--- config.mk ---
export PLATFORM = sky130hd
export DESIGN_NAME = timer_prescale_period_search
export DESIGN_NICKNAME = d
export VERILOG_FILES = /design/src/rtl/tpps_pkg.sv /design/src/rtl/tpps_div.sv /design/src/rtl/tpps_ctrl.sv /design/src/rtl/timer_prescale_period_search.sv
export SDC_FILE = /design/constraint.sdc
export NUM_CORES = 1
export LEC_CHECK = 0
export ABC_AREA = 1
export BUFFER_PORTS_ARGS = -buffer_cell sky130_fd_sc_hd__buf_2
export CAP_MARGIN = 40
export CORE_MARGIN = 4
export CORE_UTILIZATION = 45
export CTS_BUF_LIST = sky130_fd_sc_hd__clkbuf_16
export CTS_CLUSTER_DIAMETER = 100
export DETAILED_ROUTE_END_ITERATION = 6
export REMOVE_ABC_BUFFERS = 1
export SYNTH_ARGS = -nofsm -noshare
export SYNTH_HDL_FRONTEND = slang
export SYNTH_SLANG_ARGS = --single-unit
--- constraint.sdc ---
create_clock -name clk -period 3.5 [get_ports clk]
set_clock_uncertainty 0.2 [all_clocks]
set_input_delay 0.7 -clock clk [delete_from_list [all_inputs] [get_ports clk]]
set_output_delay 0.7 -clock clk [all_outputs]
set_load 0.02 [all_outputs]
--- src/rtl/tpps_pkg.sv ---
package tpps_pkg;

  localparam int CLK_W    = 28;
  localparam int FREQ_W   = 16;
  localparam int PRESC_W  = 11;
  localparam int PERIOD_W = 16;

  // shared divider: dividend holds the clock or the count, divisor a frequency or a prescale
  localparam int DVD_W = 28;
  localparam int DVS_W = 16;

  localparam logic [CLK_W-1:0] CLK_RESET    = 28'd72000000;
  localparam logic [DVS_W-1:0] ROUND_LIMIT  = 16'd32768;
  localparam logic [DVD_W-1:0] PERIOD_LIMIT = 28'd65535;

  localparam int MAX_PRESCALE_DEF = 1200;

  typedef enum logic [2:0] {
    ST_IDLE,
    ST_WAIT_CLK,
    ST_START,
    ST_WAIT_CAND,
    ST_DONE
  } tpps_state_t;

  typedef struct packed {
    logic start;
  } div_ctl_t;

  typedef struct packed {
    logic busy;
    logic done;
  } div_sts_t;

endpackage

--- src/rtl/tpps_div.sv ---
module tpps_div
  import tpps_pkg::*;
(
  input  logic             clk,
  input  logic             rst_n,
  input  div_ctl_t         ctl,
  input  logic [DVD_W-1:0] dividend,
  input  logic [DVS_W-1:0] divisor,
  output div_sts_t         sts,
  output logic [DVD_W-1:0] quotient,
  output logic [DVS_W-1:0] remainder
);

  localparam int CNT_W = $clog2(DVD_W);
  localparam logic [CNT_W-1:0] CNT_LAST = CNT_W'(DVD_W - 1);

  logic             busy_r;
  logic             done_r;
  logic [CNT_W-1:0] cnt_r;
  logic [DVD_W-1:0] quo_r;
  logic [DVS_W-1:0] rem_r;
  logic [DVS_W-1:0] dvs_r;

  logic [DVS_W:0]   rem_sh;
  logic [DVS_W:0]   diff;
  logic             ge;
  logic [DVS_W-1:0] rem_nxt;
  logic [DVD_W-1:0] quo_nxt;

  // restoring division, one quotient bit per cycle
  always_comb begin
    rem_sh  = {rem_r, quo_r[DVD_W-1]};
    diff    = rem_sh - {1'b0, dvs_r};
    ge      = (rem_sh >= {1'b0, dvs_r});
    rem_nxt = ge ? diff[DVS_W-1:0] : rem_sh[DVS_W-1:0];
    quo_nxt = {quo_r[DVD_W-2:0], ge};
  end

  always_ff @(posedge clk) begin
    if (!rst_n) begin
      busy_r <= 1'b0;
      done_r <= 1'b0;
      cnt_r  <= '0;
    end else begin
      done_r <= busy_r && !ctl.start && (cnt_r == CNT_LAST);
      if (ctl.start) begin
        busy_r <= 1'b1;
        cnt_r  <= '0;
      end else if (busy_r) begin
        cnt_r <= cnt_r + 1'b1;
        if (cnt_r == CNT_LAST) begin
          busy_r <= 1'b0;
        end
      end
    end
  end

  always_ff @(posedge clk) begin
    if (ctl.start) begin
      quo_r <= dividend;
      rem_r <= '0;
      dvs_r <= divisor;
    end else if (busy_r) begin
      quo_r <= quo_nxt;
      rem_r <= rem_nxt;
    end
  end

  assign sts.busy  = busy_r;
  assign sts.done  = done_r;
  assign quotient  = quo_r;
  assign remainder = rem_r;

endmodule

--- src/rtl/tpps_ctrl.sv ---
module tpps_ctrl
  import tpps_pkg::*;
#(
  parameter int MAX_PRESCALE = MAX_PRESCALE_DEF
) (
  input  logic                clk,
  input  logic                rst_n,
  input  logic [CLK_W-1:0]    source_clock_hz,
  input  logic                in_valid,
  input  logic [FREQ_W-1:0]   in_frequency_hz,
  output logic                in_stall,
  output logic                out_valid,
  input  logic                out_stall,
  output logic [PRESC_W-1:0]  out_prescale,
  output logic [PERIOD_W-1:0] out_period,
  output logic                out_exact_divisor,
  output logic                out_found,
  output div_ctl_t            div_ctl,
  input  div_sts_t            div_sts,
  output logic [DVD_W-1:0]    div_dividend,
  output logic [DVS_W-1:0]    div_divisor,
  input  logic [DVD_W-1:0]    div_quotient,
  input  logic [DVS_W-1:0]    div_remainder
);

  localparam int CW = $clog2(MAX_PRESCALE + 1);
  localparam logic [CW-1:0] CAND_LAST = CW'(MAX_PRESCALE);

  tpps_state_t state_r, state_nxt;

  logic [CW-1:0]       cand_r, cand_nxt;
  logic [DVD_W-1:0]    count_r, count_nxt;
  logic                res_found_r, res_found_nxt;
  logic [CW-1:0]       res_presc_r, res_presc_nxt;
  logic [PERIOD_W-1:0] res_period_r, res_period_nxt;
  logic                res_exact_r, res_exact_nxt;

  logic                in_xfer;
  logic                q_fits;
  logic                exact;
  logic [DVS_W-1:0]    presc_ext;

  assign in_xfer = in_valid && !in_stall;
  assign q_fits  = (div_quotient < PERIOD_LIMIT);
  assign exact   = q_fits && (div_remainder == '0);

  // next state
  always_comb begin
    state_nxt = state_r;
    unique case (state_r)
      ST_IDLE: begin
        if (in_xfer) begin
          state_nxt = (in_frequency_hz == '0) ? ST_DONE : ST_WAIT_CLK;
        end
      end
      ST_WAIT_CLK: begin
        if (div_sts.done) state_nxt = ST_START;
      end
      ST_START: begin
        state_nxt = ST_WAIT_CAND;
      end
      ST_WAIT_CAND: begin
        if (div_sts.done) begin
          state_nxt = (exact || cand_r == CAND_LAST) ? ST_DONE : ST_START;
        end
      end
      ST_DONE: begin
        if (!out_stall) state_nxt = ST_IDLE;
      end
      default: state_nxt = ST_IDLE;
    endcase
  end

  // outputs
  always_comb begin
    in_stall      = 1'b1;
    out_valid     = 1'b0;
    div_ctl.start = 1'b0;
    div_dividend  = count_r;
    div_divisor   = DVS_W'(cand_r);
    unique case (state_r)
      ST_IDLE: begin
        in_stall      = 1'b0;
        div_ctl.start = in_valid && (in_frequency_hz != '0);
        div_dividend  = DVD_W'(source_clock_hz);
        div_divisor   = DVS_W'(in_frequency_hz);
      end
      ST_START: begin
        div_ctl.start = 1'b1;
      end
      ST_DONE: begin
        out_valid = 1'b1;
      end
      default: begin
      end
    endcase
  end

  // search bookkeeping: keep the first fitting prescale, replace it by an exact one
  always_comb begin
    cand_nxt       = cand_r;
    count_nxt      = count_r;
    res_found_nxt  = res_found_r;
    res_presc_nxt  = res_presc_r;
    res_period_nxt = res_period_r;
    res_exact_nxt  = res_exact_r;
    if (state_r == ST_IDLE && in_xfer) begin
      res_found_nxt  = 1'b0;
      res_presc_nxt  = '0;
      res_period_nxt = '0;
      res_exact_nxt  = 1'b0;
    end
    if (state_r == ST_WAIT_CLK && div_sts.done) begin
      count_nxt = div_quotient + DVD_W'(div_remainder > ROUND_LIMIT);
      cand_nxt  = CW'(1);
    end
    if (state_r == ST_WAIT_CAND && div_sts.done) begin
      if (exact || (q_fits && !res_found_r)) begin
        res_found_nxt  = 1'b1;
        res_presc_nxt  = cand_r;
        res_period_nxt = div_quotient[PERIOD_W-1:0];
        res_exact_nxt  = exact;
      end
      if (cand_r != CAND_LAST) cand_nxt = cand_r + 1'b1;
    end
  end

  always_ff @(posedge clk) begin
    if (!rst_n) begin
      state_r <= ST_IDLE;
    end else begin
      state_r <= state_nxt;
    end
  end

  always_ff @(posedge clk) begin
    cand_r       <= cand_nxt;
    count_r      <= count_nxt;
    res_found_r  <= res_found_nxt;
    res_presc_r  <= res_presc_nxt;
    res_period_r <= res_period_nxt;
    res_exact_r  <= res_exact_nxt;
  end

  assign presc_ext         = DVS_W'(res_presc_r);
  assign out_prescale      = presc_ext[PRESC_W-1:0];
  assign out_period        = res_period_r;
  assign out_exact_divisor = res_exact_r;
  assign out_found         = res_found_r;

endmodule

--- src/rtl/timer_prescale_period_search.sv ---
// channel   direction  handshake                 payload
// in        input      in_valid / in_stall       in_frequency_hz[15:0]
// out       output     out_valid / out_stall     out_prescale[10:0], out_period[15:0],
//                                                out_exact_divisor, out_found
// cfg       input      cfg_wr_en                 cfg_wr_data[27:0] (source_clock_hz)
//
// one item at a time: a single restoring divider is shared by every division
// the clock is divided by the frequency first, then the resulting count by each prescale candidate
// in the worst case every prescale from 1 to MAX_PRESCALE is tried (1200 by default)
// a zero frequency gives an all-zero result in the cycle after its transfer
// rst_n is synchronous; the clock register resets to 72000000
// in_stall stays high from the input transfer until the result transfer
module timer_prescale_period_search
  import tpps_pkg::*;
#(
  parameter int MAX_PRESCALE = MAX_PRESCALE_DEF
) (
  input  logic                clk,
  input  logic                rst_n,
  input  logic                cfg_wr_en,
  input  logic [CLK_W-1:0]    cfg_wr_data,
  input  logic                in_valid,
  output logic                in_stall,
  input  logic [FREQ_W-1:0]   in_frequency_hz,
  output logic                out_valid,
  input  logic                out_stall,
  output logic [PRESC_W-1:0]  out_prescale,
  output logic [PERIOD_W-1:0] out_period,
  output logic                out_exact_divisor,
  output logic                out_found
);

  logic [CLK_W-1:0] clk_hz_r;
  div_ctl_t         div_ctl;
  div_sts_t         div_sts;
  logic [DVD_W-1:0] div_dividend;
  logic [DVS_W-1:0] div_divisor;
  logic [DVD_W-1:0] div_quotient;
  logic [DVS_W-1:0] div_remainder;

  always_ff @(posedge clk) begin
    if (!rst_n) begin
      clk_hz_r <= CLK_RESET;
    end else if (cfg_wr_en) begin
      clk_hz_r <= cfg_wr_data;
    end
  end

  tpps_div u_div (
    .clk       (clk),
    .rst_n     (rst_n),
    .ctl       (div_ctl),
    .dividend  (div_dividend),
    .divisor   (div_divisor),
    .sts       (div_sts),
    .quotient  (div_quotient),
    .remainder (div_remainder)
  );

  tpps_ctrl #(
    .MAX_PRESCALE (MAX_PRESCALE)
  ) u_ctrl (
    .clk               (clk),
    .rst_n             (rst_n),
    .source_clock_hz   (clk_hz_r),
    .in_valid          (in_valid),
    .in_frequency_hz   (in_frequency_hz),
    .in_stall          (in_stall),
    .out_valid         (out_valid),
    .out_stall         (out_stall),
    .out_prescale      (out_prescale),
    .out_period        (out_period),
    .out_exact_divisor (out_exact_divisor),
    .out_found         (out_found),
    .div_ctl           (div_ctl),
    .div_sts           (div_sts),
    .div_dividend      (div_dividend),
    .div_divisor       (div_divisor),
    .div_quotient      (div_quotient),
    .div_remainder     (div_remainder)
  );

  a_no_overlap: assert property (@(posedge clk) disable iff (!rst_n)
    out_valid |-> in_stall)
    else $error("input taken while a result is pending");

  a_not_found_zero: assert property (@(posedge clk) disable iff (!rst_n)
    (out_valid && !out_found) |-> (out_prescale == '0 && out_period == '0 &&
                                   !out_exact_divisor))
    else $error("result without a prescale is not all zero");

  a_exact_found: assert property (@(posedge clk) disable iff (!rst_n)
    (out_valid && out_exact_divisor) |-> out_found)
    else $error("exact flag without a found prescale");

  a_div_idle_start: assert property (@(posedge clk) disable iff (!rst_n)
    div_ctl.start |-> !div_sts.busy)
    else $error("divider started while busy");

endmodule
== After elaboration in Yosys (flattened, before gate mapping) ==
Index checks and enable logic that the tools add are counted.
Storage, ports and cells
  bits in registers: 166
  bits of input ports: 49
  output and inout bits: 31
  word-level logic and storage cells: 87
Operators by class
  add/subtract/negate cells: 4
  magnitude comparators: 3
  equality and inequality tests: 11
  multiplexer cells: 33
  bitwise gates (word level): 1
  reductions and logical operators: 20
Operator list (count)
  28-bit two-way mux: 3
  11-bit two-way mux: 7
  16-bit two-way mux: 4
  16-bit logical NOT: 2
  28-bit by 1-bit adder with 28-bit output: 1
  28-bit by 16-bit less-than comparator with 1-bit output (second input constant): 1
  3-bit two-way mux: 6
  17-bit by 16-bit greater-or-equal comparator with 1-bit output: 1
  16-bit > comparator (second input constant): 1
  16-bit nonzero test: 1
  16-bit subtractor: 1
  3-bit one-hot mux with 5 select lines: 1
  11-bit by 1-bit adder with 11-bit output (second input constant): 1
  11-bit == test (second input constant): 1
  1-bit two-way mux: 11
  11-bit != test (second input constant): 1
  1-bit logical AND: 9
  3-bit by 2-bit == test with 1-bit output (second input constant): 2
  2-bit != test (second input constant): 3
  5-bit by 1-bit adder with 5-bit output (second input constant): 1
  5-bit == test (second input constant): 1
  4-bit AND reduction: 1
  3-bit by 1-bit == test with 1-bit output (second input constant): 1
  3-bit == test (second input constant): 1
  other kinds (8): 10

== Logic depth before layout (Yosys ltp) ==
Gate-level depths: netlist (run 1).
  depth after elaboration: 6
  gate-level depth with buffers: 14
  gate-level depth less buffers: 14

== Hierarchy ==
Synthesis (run 1) repeated with hierarchy kept, for this count alone.
Unflattened totals
  cell total of the unflattened synthesis: 1212
  area, all modules: 9028.7 um^2
Modules (own cells, without submodules)
  tpps_ctrl: times used 1, cells an instance 550, area an instance 4000.1 um^2, seq. area each 1701.6 um^2
  tpps_div: times used 1, cells an instance 498, area an instance 3900.0 um^2, seq. area each 1781.7 um^2
  timer_prescale_period_search: times used 1, cells an instance 164, area an instance 1128.6 um^2, seq. area each 560.5 um^2

== Least setup slack after synthesis (run 1) ==
No wires, ideal clock.
  path kind: in2reg
  start point: input in_frequency_hz[3]
  end point: register u_div.quo_r[0] (netlist: u_div.quotient[0]), enable pin
  arrival: 1.964 ns
  required time: 2.921 ns
  path slack: 0.958 ns
  stages on the path: 8
  buffers on the path: 1
  cell sequence: nor2_1 > nand4_1 > nand3b_1 > nand2_1 > inv_2 > nor2_2 > buf_2 > inv_1
Between the ends
  cells in the longest elaborated chain, start to end: 4
RTL lines
  start: declaration: line timer_prescale_period_search.sv:24  | input logic [FREQ_W-1:0] in_frequency_hz,
  16-bit nonzero test: line tpps_ctrl.sv:84  | div_ctl.start = in_valid && (in_frequency_hz != '0);
  1-bit logical AND: line tpps_ctrl.sv:84
  1-bit one-hot mux with 2 select lines: line tpps_ctrl.sv:81  | unique case (state_r)
  2-bit nonzero test (no source line)
  end signal: assignment: line tpps_div.sv:60  | quo_r <= dividend;
  end signal: assignment: line tpps_div.sv:64  | quo_r <= quo_nxt;
  end: declaration: line tpps_div.sv:20  | logic [DVD_W-1:0] quo_r;
No other way between the ends.
A chain may end at the register's enable or synchronous reset.

== Final worst setup path (run 1) ==
  start point: register u_div.rem_r[2] (netlist: u_div.remainder[2])
  end point: register u_ctrl.count_r[20], data pin
Between the ends
  cells in the longest elaborated chain, start to end: 2
RTL lines
  start: declaration: line tpps_div.sv:21  | logic [DVS_W-1:0] rem_r;
  start signal: assignment: line tpps_div.sv:65  | rem_r <= rem_nxt;
  16-bit > comparator: line tpps_ctrl.sv:114  | count_nxt = div_quotient + DVD_W'(div_remainder > ROUND_LIMIT);
  28-bit by 1-bit adder with 28-bit output: line tpps_ctrl.sv:114
  end signal: assignment: line tpps_ctrl.sv:138  | count_r <= count_nxt;
  end: declaration: line tpps_ctrl.sv:32  | logic [DVD_W-1:0] count_r, count_nxt;
No other way between the ends.

==> metrics.md, run 1 <==
| Metric | Value |
|---|---|
| Avg WL per Cell | `14.8 um` |
| Routing usage on met2 | `32.7%` |
| Post-route ant nets | `0` |
| Xor-xnor portion of the synthesized cell area | `3.56%` |
| CP Max Fanout | `4` |
| Worst endpoint required time | `3.48 ns` |
| Pint | `3870 uW` |
| Power share of the sequential group | `43.5%` |
| Worst reg2reg path depth | `13` |
| Nets | `1230` |
| Biggest cell delay along the critical path | `0.38 ns` |
| Net Sw Power | `1620 uW` |
| Syn Std Cell Area | `8600 um2` |
| Top-count cell post-synth | `nand2_1` |
| Final setup viols | `0` |
| Fraction of synthesis flops using an asynchronous set or reset pin | `0%` |
| Num CTS Buffers | `17` |
| Share of Yosys cell area claimed by the top area cell type | `25.1%` |
| Fin area | `9830 um2` |
| Synth Register Bits | `166` |
| Logic gate share of total power | `18.7%` |
| Hold Path Cell Cnt | `2` |
| Reg2reg end | `u_ctrl.count_r[20]` |
| Adder-Cell Fraction of Synth Area | `3.29%` |
| Syn_area_per_cell | `7.90 um2` |
| Leakage power | `0.00440 uW` |
| Sw frac | `29.5%` |
| First-pass GRT wire length | `35.0 mm` |
| Synth Area in Compound Gates | `9.87%` |
| Max cap viols | `0` |
| Critical-path cell list | `nor2_1 > and2_1 > a41oi_1 > ha_1 > ha_1 > inv_1 > nor2_4 > nand2_2 > nor2_2 > nand3_2 > nor3_2 > nand3_1 > xor2_1` |
| Synth Instances | `1089` |
| Largest family of logic cells by synthesized area | `simple AND/OR/NAND/NOR gates` |
| Final core occ | `52.4%` |
| GRT Overall Usage | `19.9%` |
| CTS tree | `done` |
| Cell family with most CP delay | `simple AND/OR/NAND/NOR gates` |
| Die width | `146 um` |
| Netlist cell types | `45` |
| RSZ-0062 raised after global routing | `no` |
| Max Clk Rate | `0.344 GHz` |
| Hold_ws | `0.260 ns` |
| Io pins | `80` |
| Number of port buffers | `79` |
| FF+latch area | `4040 um2` |
| Rel. slew slack | `48.8%` |
| Post-synthesis sequential area ratio | `47.0%` |
| Global placer's final weighted congestion | `0.859` |
| Endpoints failing hold | `0` |
| Post-CTS sizing | `0` |
| Global routing's busiest layer | `met2` |
| Final worst path period need | `2.90 ns` |
| Nature of the critical path startpoint | `flip-flop` |
| Origin of the worst setup path | `u_div.remainder[2]` |
| Largest net degree at the start of global routing | `71` |
| Grt met3 use | `3.20%` |
| Clock Pin Slew Worst Setup and Hold Paths | `0.06 ns` |
| Clock Latency Late Sink | `0.43 ns` |
| Critical Path AT | `2.88 ns` |
| Core area | `18800 um2` |
| DR pass1 iterations | `5` |
| Crit path buf inv count | `1` |
| Clock power share | `37.8%` |
| Detailed Place HPWL | `15.0 mm` |
| Total via count in the routed design | `7113` |
| Commonest cells in the netlist | `315 x nand2_1, 141 x nor2_1, 107 x inv_1` |
| Largest area contributor in the synthesized netlist | `edfxtp_1` |
| Maximum VDD drop | `0.355 mV` |
| Vias in the first global route | `6966` |
| TNS Setup | `0 ns` |
| # diodes | `0` |
| Design Power | `5490 uW` |
| Worst hold path type | `reg2reg` |
| CTS Root Cell | `clkbuf_16` |
| # hold bufs at CTS | `0` |
| FILL cells | `1862` |
| R2R setup slack | `0.60 ns` |
| CTS HTree Levels | `4` |
| # rows | `50` |
| Power per Cell Area | `559 nW/um2` |
| CTS Buffer Depth | `2` |
| Via/cell ratio | `5.06` |
| Worst reg2reg startpoint | `u_div.remainder[2]` |
| Critical Path Most Common Cell | `ha_1` |
| Die height | `146 um` |
| Max Slew Vio Count | `0` |
| Clk sinks | `166` |
| CP max-delay cell | `dfxtp_1` |
| Yosys Warn Count | `0` |
| Initial antenna violation count | `0` |
| End of the worst hold path | `clk_hz_r[15]` |
| Mux cell area share after synthesis | `0%` |
| Initial Utilization | `45.8%` |
| WL final | `20.8 mm` |
| Proportion of layout cells with a drive suffix above 1 | `15.0%` |
| Hold path startpoint | `clk_hz_r[15]` |
| Tightest Pin Transition | `0.768 ns` |
| Multi-input gate area | `3940 um2` |
| DP Area | `9180 um2` |
| DR iter-0 viols | `530` |
| Post-CTS Setup Bufs | `0` |
| Top cells by area, synth | `edfxtp_1 25%, dfxtp_1 22%, nand2_1 14%` |
| Grt ovf | `0` |
| # DRC | `0` |
| Top FF cell, synth | `dfxtp_1` |
| Status | `completed` |
| Critical path type | `reg2reg` |
| Critical Path End Type | `flip-flop` |
| Area grow syn2layout | `14.3%` |
| Synth Area in Simple Gates | `29.0%` |
| Die Area | `21400 um2` |
| Period utilization | `83.0%` |
| Met1 GRT Util | `27.3%` |
| Post-synth EDFFs | `72` |
## metrics by stage
stage / worst slack (ns) / cells
2_1_floorplan: 0.185 / 1052
3_3_place_gp: 0.715 / 1374
3_5_place_dp: 0.634 / 1374
4_1_cts: 0.616 / 1406
5_1_grt: 0.327 / 1406
6_report: 0.596 / 1406
## cell usage in the layout (no fill, tap or decap), types with 24 or more instances in the layout
| master | n |
|---|---|
| nor2_1 | 141 |
| o21ai_0 | 42 |
| a21oi_1 | 24 |
| a31oi_1 | 28 |
| edfxtp_1 | 72 |
| xor2_1 | 29 |
| dfxtp_1 | 94 |
| nand2_1 | 315 |
| buf_2 | 79 |
| o21ai_2 | 27 |
| nand3_1 | 55 |
| inv_1 | 109 |
## worst max path at each step
stage	end	slack [ns]	cells after the start
final	u_ctrl.count_r[20]	0.60	13
after floorplan	in_stall	0.18	4
after CTS	u_ctrl.count_r[20]	0.62	13
after detailed placement	u_ctrl.count_r[20]	0.63	13
after global placement	u_ctrl.count_r[20]	0.71	13
after global routing	u_ctrl.count_r[20]	0.33	14
## per-layer routing
layer	part of all wire (%)	vias to the layer above	wire, um
met5	0	-	0
met4	1.6	0	335
met3	3.9	25	815
met2	47	146	9710
met1	48	3263	9930
li1	-	3679	-
## state kept, by name (all words and copies together), names as in the netlist
signal / flops
clk_hz_r: 28
u_ctrl.count_r: 28
u_div.quotient: 28
u_ctrl.out_period: 16
u_div.dvs_r: 16
u_div.remainder: 16
u_ctrl.cand_r: 11
u_ctrl.out_prescale: 11
u_div.cnt_r: 5
u_ctrl.state_r: 3
u_ctrl.out_exact_divisor: 1
u_ctrl.out_found: 1
u_div.busy_r: 1
u_div.done_r: 1
## power by group through the flow
stage,Sequential (uW),Combinational [uW],Clock [uW]
floorplan,2370,741,0
global route,2410,1180,2200
CTS,2390,1030,2120
finish,2390,1030,2080
detailed placement,2430,1030,0
global placement,2430,1030,0
## area by class of cell
| cell class | count | area share [%] |
|---|---|---|
| clock buffer | 18 | 4.58 |
| clock inverter | 14 | 2.06 |
| inverter | 113 | 4.31 |
| multi-input combinational | 773 | 40.1 |
| sequential | 166 | 41.1 |
| tap | 234 | 2.98 |
| timing repair buffer | 88 | 4.84 |
## worst register-to-register path, stage by stage, from the launching register on
cell,delay [ns]
dfxtp_1,0.38
nor2_1,0.06
and2_1,0.16
a41oi_1,0.32
ha_1,0.30
ha_1,0.22
inv_1,0.09
nor2_4,0.13
nand2_2,0.12
nor2_2,0.15
nand3_2,0.10
nor3_2,0.17
nand3_1,0.11
xor2_1,0.15
## cell families after synthesis
logic type | after synthesis
fa+ha+maj | 22
simple gates | 579
xor+xnor | 35
flops | 166
compound gates | 137
buf+inv | 150
(Power assumes the default switching activity.)
==> run 2, diff against run 1 <==
- PLACE_DENSITY: default -> 0.66
- clock period: 3.5 -> 2.6 ns (I/O delays scaled with it)
==> run 2 against run 1 <==
Effect of this change:
- clock power is 18% higher
- critical endpoint is now u_ctrl.count_r[22]
- via count rose by 3.7%
- worst hold slack got worse by 0.17 ns
- cell area is 3.2% higher
- sequential share of layout area is 1.2 points lower
- die area unchanged
==> metrics.md, run 2 (synthesis gave the netlist of run 1 again) <==
| Metric | Value |
|---|---|
| Status | `completed` |
| R2R setup slack | `0.03 ns (-0.57 ns)` |
| Clock Latency Late Sink | `0.43 ns (about the same)` |
| WL final | `20.9 mm (+0.48%)` |
| GRT Overall Usage | `19.7% (-0.26 points)` |
| Most frequent cells in the layout | `315 x nand2_1, 140 x nor2_1, 107 x inv_1, 90 x dfxtp_1, 79 x buf_2` |
| Biggest cell delay along the critical path | `0.34 ns (-0.04 ns)` |
| CTS Root Cell | `clkbuf_16` |
| Clk sinks | `166 (unchanged)` |
| Worst reg2reg startpoint | `u_div.remainder[2]` |
| Number of port buffers | `79 (unchanged)` |
| Critical path type | `reg2reg` |
| CP max-delay cell | `dfxtp_2` |
| Num CTS Buffers | `17 (unchanged)` |
| Power share of the sequential group | `44.1% (+0.6 points)` |
| Sw frac | `31.5% (+2.0 points)` |
| Power per Cell Area | `711 nW/um2 (+27%)` |
| Io pins | `80 (unchanged)` |
| DR pass1 iterations | `5 (unchanged)` |
| End of the worst hold path | `clk_hz_r[13]` |
| Worst endpoint required time | `2.58 ns (-0.90 ns)` |
| Reg2reg end | `u_ctrl.count_r[22]` |
| Cell family with most CP delay | `simple AND/OR/NAND/NOR gates` |
| Nature of the critical path startpoint | `flip-flop` |
| Area grow syn2layout | `17.9%` |
| Die Area | `21400 um2 (unchanged)` |
| CTS HTree Levels | `4 (unchanged)` |
| Max Slew Vio Count | `0 (unchanged)` |
| Proportion of layout cells with a drive suffix above 1 | `18.7% (+3.6 points)` |
| Rel. slew slack | `62.4% (+14 points)` |
| Largest net degree at the start of global routing | `62 (-13%)` |
| # DRC | `0 (unchanged)` |
| # diodes | `0 (unchanged)` |
| Endpoints failing hold | `0 (unchanged)` |
| Net Sw Power | `2270 uW (+40%)` |
| Initial Utilization | `45.8% (unchanged)` |
| Design Power | `7220 uW (+31%)` |
| Avg WL per Cell | `14.5 um (-2.2%)` |
| Critical-path cell list | `nor2_2 > and2_4 > a41oi_2 > ha_2 > ha_4 > inv_4 > nor2_4 > nand2_4 > nor3_4 > nand4_4 > nor2_1 > nand2_1 > xor2_1` |
| Worst reg2reg path depth | `13 (unchanged)` |
| Pint | `4940 uW (+28%)` |
| Nets | `1269 (+3.2%)` |
| Clock power share | `34.2% (-3.6 points)` |
| Logic gate share of total power | `21.8% (+3.1 points)` |
| # hold bufs at CTS | `0 (unchanged)` |
| Worst hold path type | `in2reg` |
| Max Clk Rate | `0.389 GHz (+13%)` |
| Grt ovf | `0 (unchanged)` |
| Hold path startpoint | `cfg_wr_data[13]` |
| CP Max Fanout | `3 (-1)` |
| Via/cell ratio | `5.10 (+0.87%)` |
| FILL cells | `1758 (-5.6%)` |
| Maximum VDD drop | `0.549 mV (+55%)` |
| Tightest Pin Transition | `0.563 ns (-0.205 ns)` |
| Final core occ | `54.1% (+1.7 points)` |
| Detailed Place HPWL | `15.2 mm (+1.7%)` |
| Core area | `18800 um2 (unchanged)` |
| First-pass GRT wire length | `34.5 mm (-1.4%)` |
| Critical Path End Type | `flip-flop` |
| Hold Path Cell Cnt | `3 (+1)` |
| Final setup viols | `0 (unchanged)` |
| Post-route ant nets | `0 (unchanged)` |
| RSZ-0062 raised after global routing | `yes` |
| Clock Pin Slew Worst Setup and Hold Paths | `0.07 ns (about the same)` |
| # rows | `50 (unchanged)` |
| Global placer's final weighted congestion | `0.940 (+9.4%)` |
| Initial antenna violation count | `0 (unchanged)` |
| Leakage power | `0.00460 uW (+4.5%)` |
| Commonest non-fill, non-tap cell in the layout | `nand2_1` |
| Final worst path period need | `2.57 ns (-0.333 ns)` |
| Period utilization | `98.9% (+16 points)` |
| Die width | `146 um (unchanged)` |
| DR iter-0 viols | `462 (-13%)` |
| Die height | `146 um (unchanged)` |
| Total via count in the routed design | `7374 (+3.7%)` |
| Critical Path AT | `2.55 ns (-0.33 ns)` |
| CTS tree | `done` |
| Max cap viols | `0 (unchanged)` |
| Vias in the first global route | `6987 (+0.30%)` |
| Crit path buf inv count | `1 (unchanged)` |
| CTS Buffer Depth | `2 (unchanged)` |
-- run 2: what timing repair did --
item                                    in CTS  in global routing
buffers inserted                             0                  4
pin swaps                                    0                  8
endpoints found under the setup margin       2                 10
endpoints found under the hold margin        0                  0
resized for setup                            1                 16
-- run 2: per-layer routing --
layer	track usage, %	up-vias	share of wire (%)
li1	-	3771	-
met1	26.8	3383	47
met2	31.7	188	46
met3	4.56	32	4.8
met4	5.08	0	1.7
met5	0	-	0
-- run 2: worst max path at each step --
| stage | from | end | cells past startpoint |
|---|---|---|---|
| final | u_div.remainder[2] | u_ctrl.count_r[22] | 13 |
| after floorplan | u_ctrl.state_r[0] | u_div.quotient[0] | 6 |
| after detailed placement | u_div.remainder[2] | u_ctrl.count_r[22] | 13 |
| after CTS | u_div.remainder[11] | u_ctrl.count_r[22] | 14 |
| after global routing | u_div.remainder[3] | u_ctrl.count_r[22] | 13 |
| after global placement | u_div.remainder[3] | u_ctrl.count_r[22] | 13 |
-- run 2: layout make-up --
| class | count | area [um2] | share of cell area [%] |
|---|---|---|---|
| Sequential cell | 166 | 4050 | 39.9 |
| Timing Repair Buffer | 127 | 806 | 7.94 |
| Multi-Input combinational cell | 773 | 4000 | 39.4 |
| Clock inverter | 14 | 121 | 1.20 |
| Tap cell | 234 | 293 | 2.89 |
| Inverter | 113 | 427 | 4.21 |
| Clock buffer | 18 | 450 | 4.44 |
-- run 2: worst register-to-register path: cells and delay by family (launching register included) --
family	cells	cell delay, ns
AO/OA/AOI/OAI	1	0.23
XOR/XNOR	1	0.13
adder cells (fa/ha/maj)	2	0.40
buffers and inverters	1	0.04
flip-flops	1	0.34
AND/OR/NAND/NOR	8	0.97
-- run 2: through the flow --
stage | hold slack [ns] | cell area [um2] | setup slack, ns | instances | TNS, ns
2_1_floorplan | 0.229 | 8410 | -0.631 | 1052 | -36.38
4_1_cts | 0.0860 | 10100 | 0.0260 | 1441 | 0
3_5_place_dp | 0.246 | 9480 | -0.00499 | 1409 | -0.00499
5_1_grt | 0.0973 | 10100 | -0.0509 | 1445 | -0.0940
6_report | 0.0939 | 10100 | 0.0292 | 1445 | 0
3_3_place_gp | 0.240 | 9480 | 0.0123 | 1409 | 0
-- run 2: power by group through the flow --
stage | Sequential (uW) | Clock [uW] | Combinational [uW]
global placement | 3220 | 0 | 1530
global route | 3210 | 2620 | 1780
floorplan | 3200 | 0 | 998
detailed placement | 3230 | 0 | 1540
finish | 3180 | 2460 | 1570
CTS | 3180 | 2500 | 1560
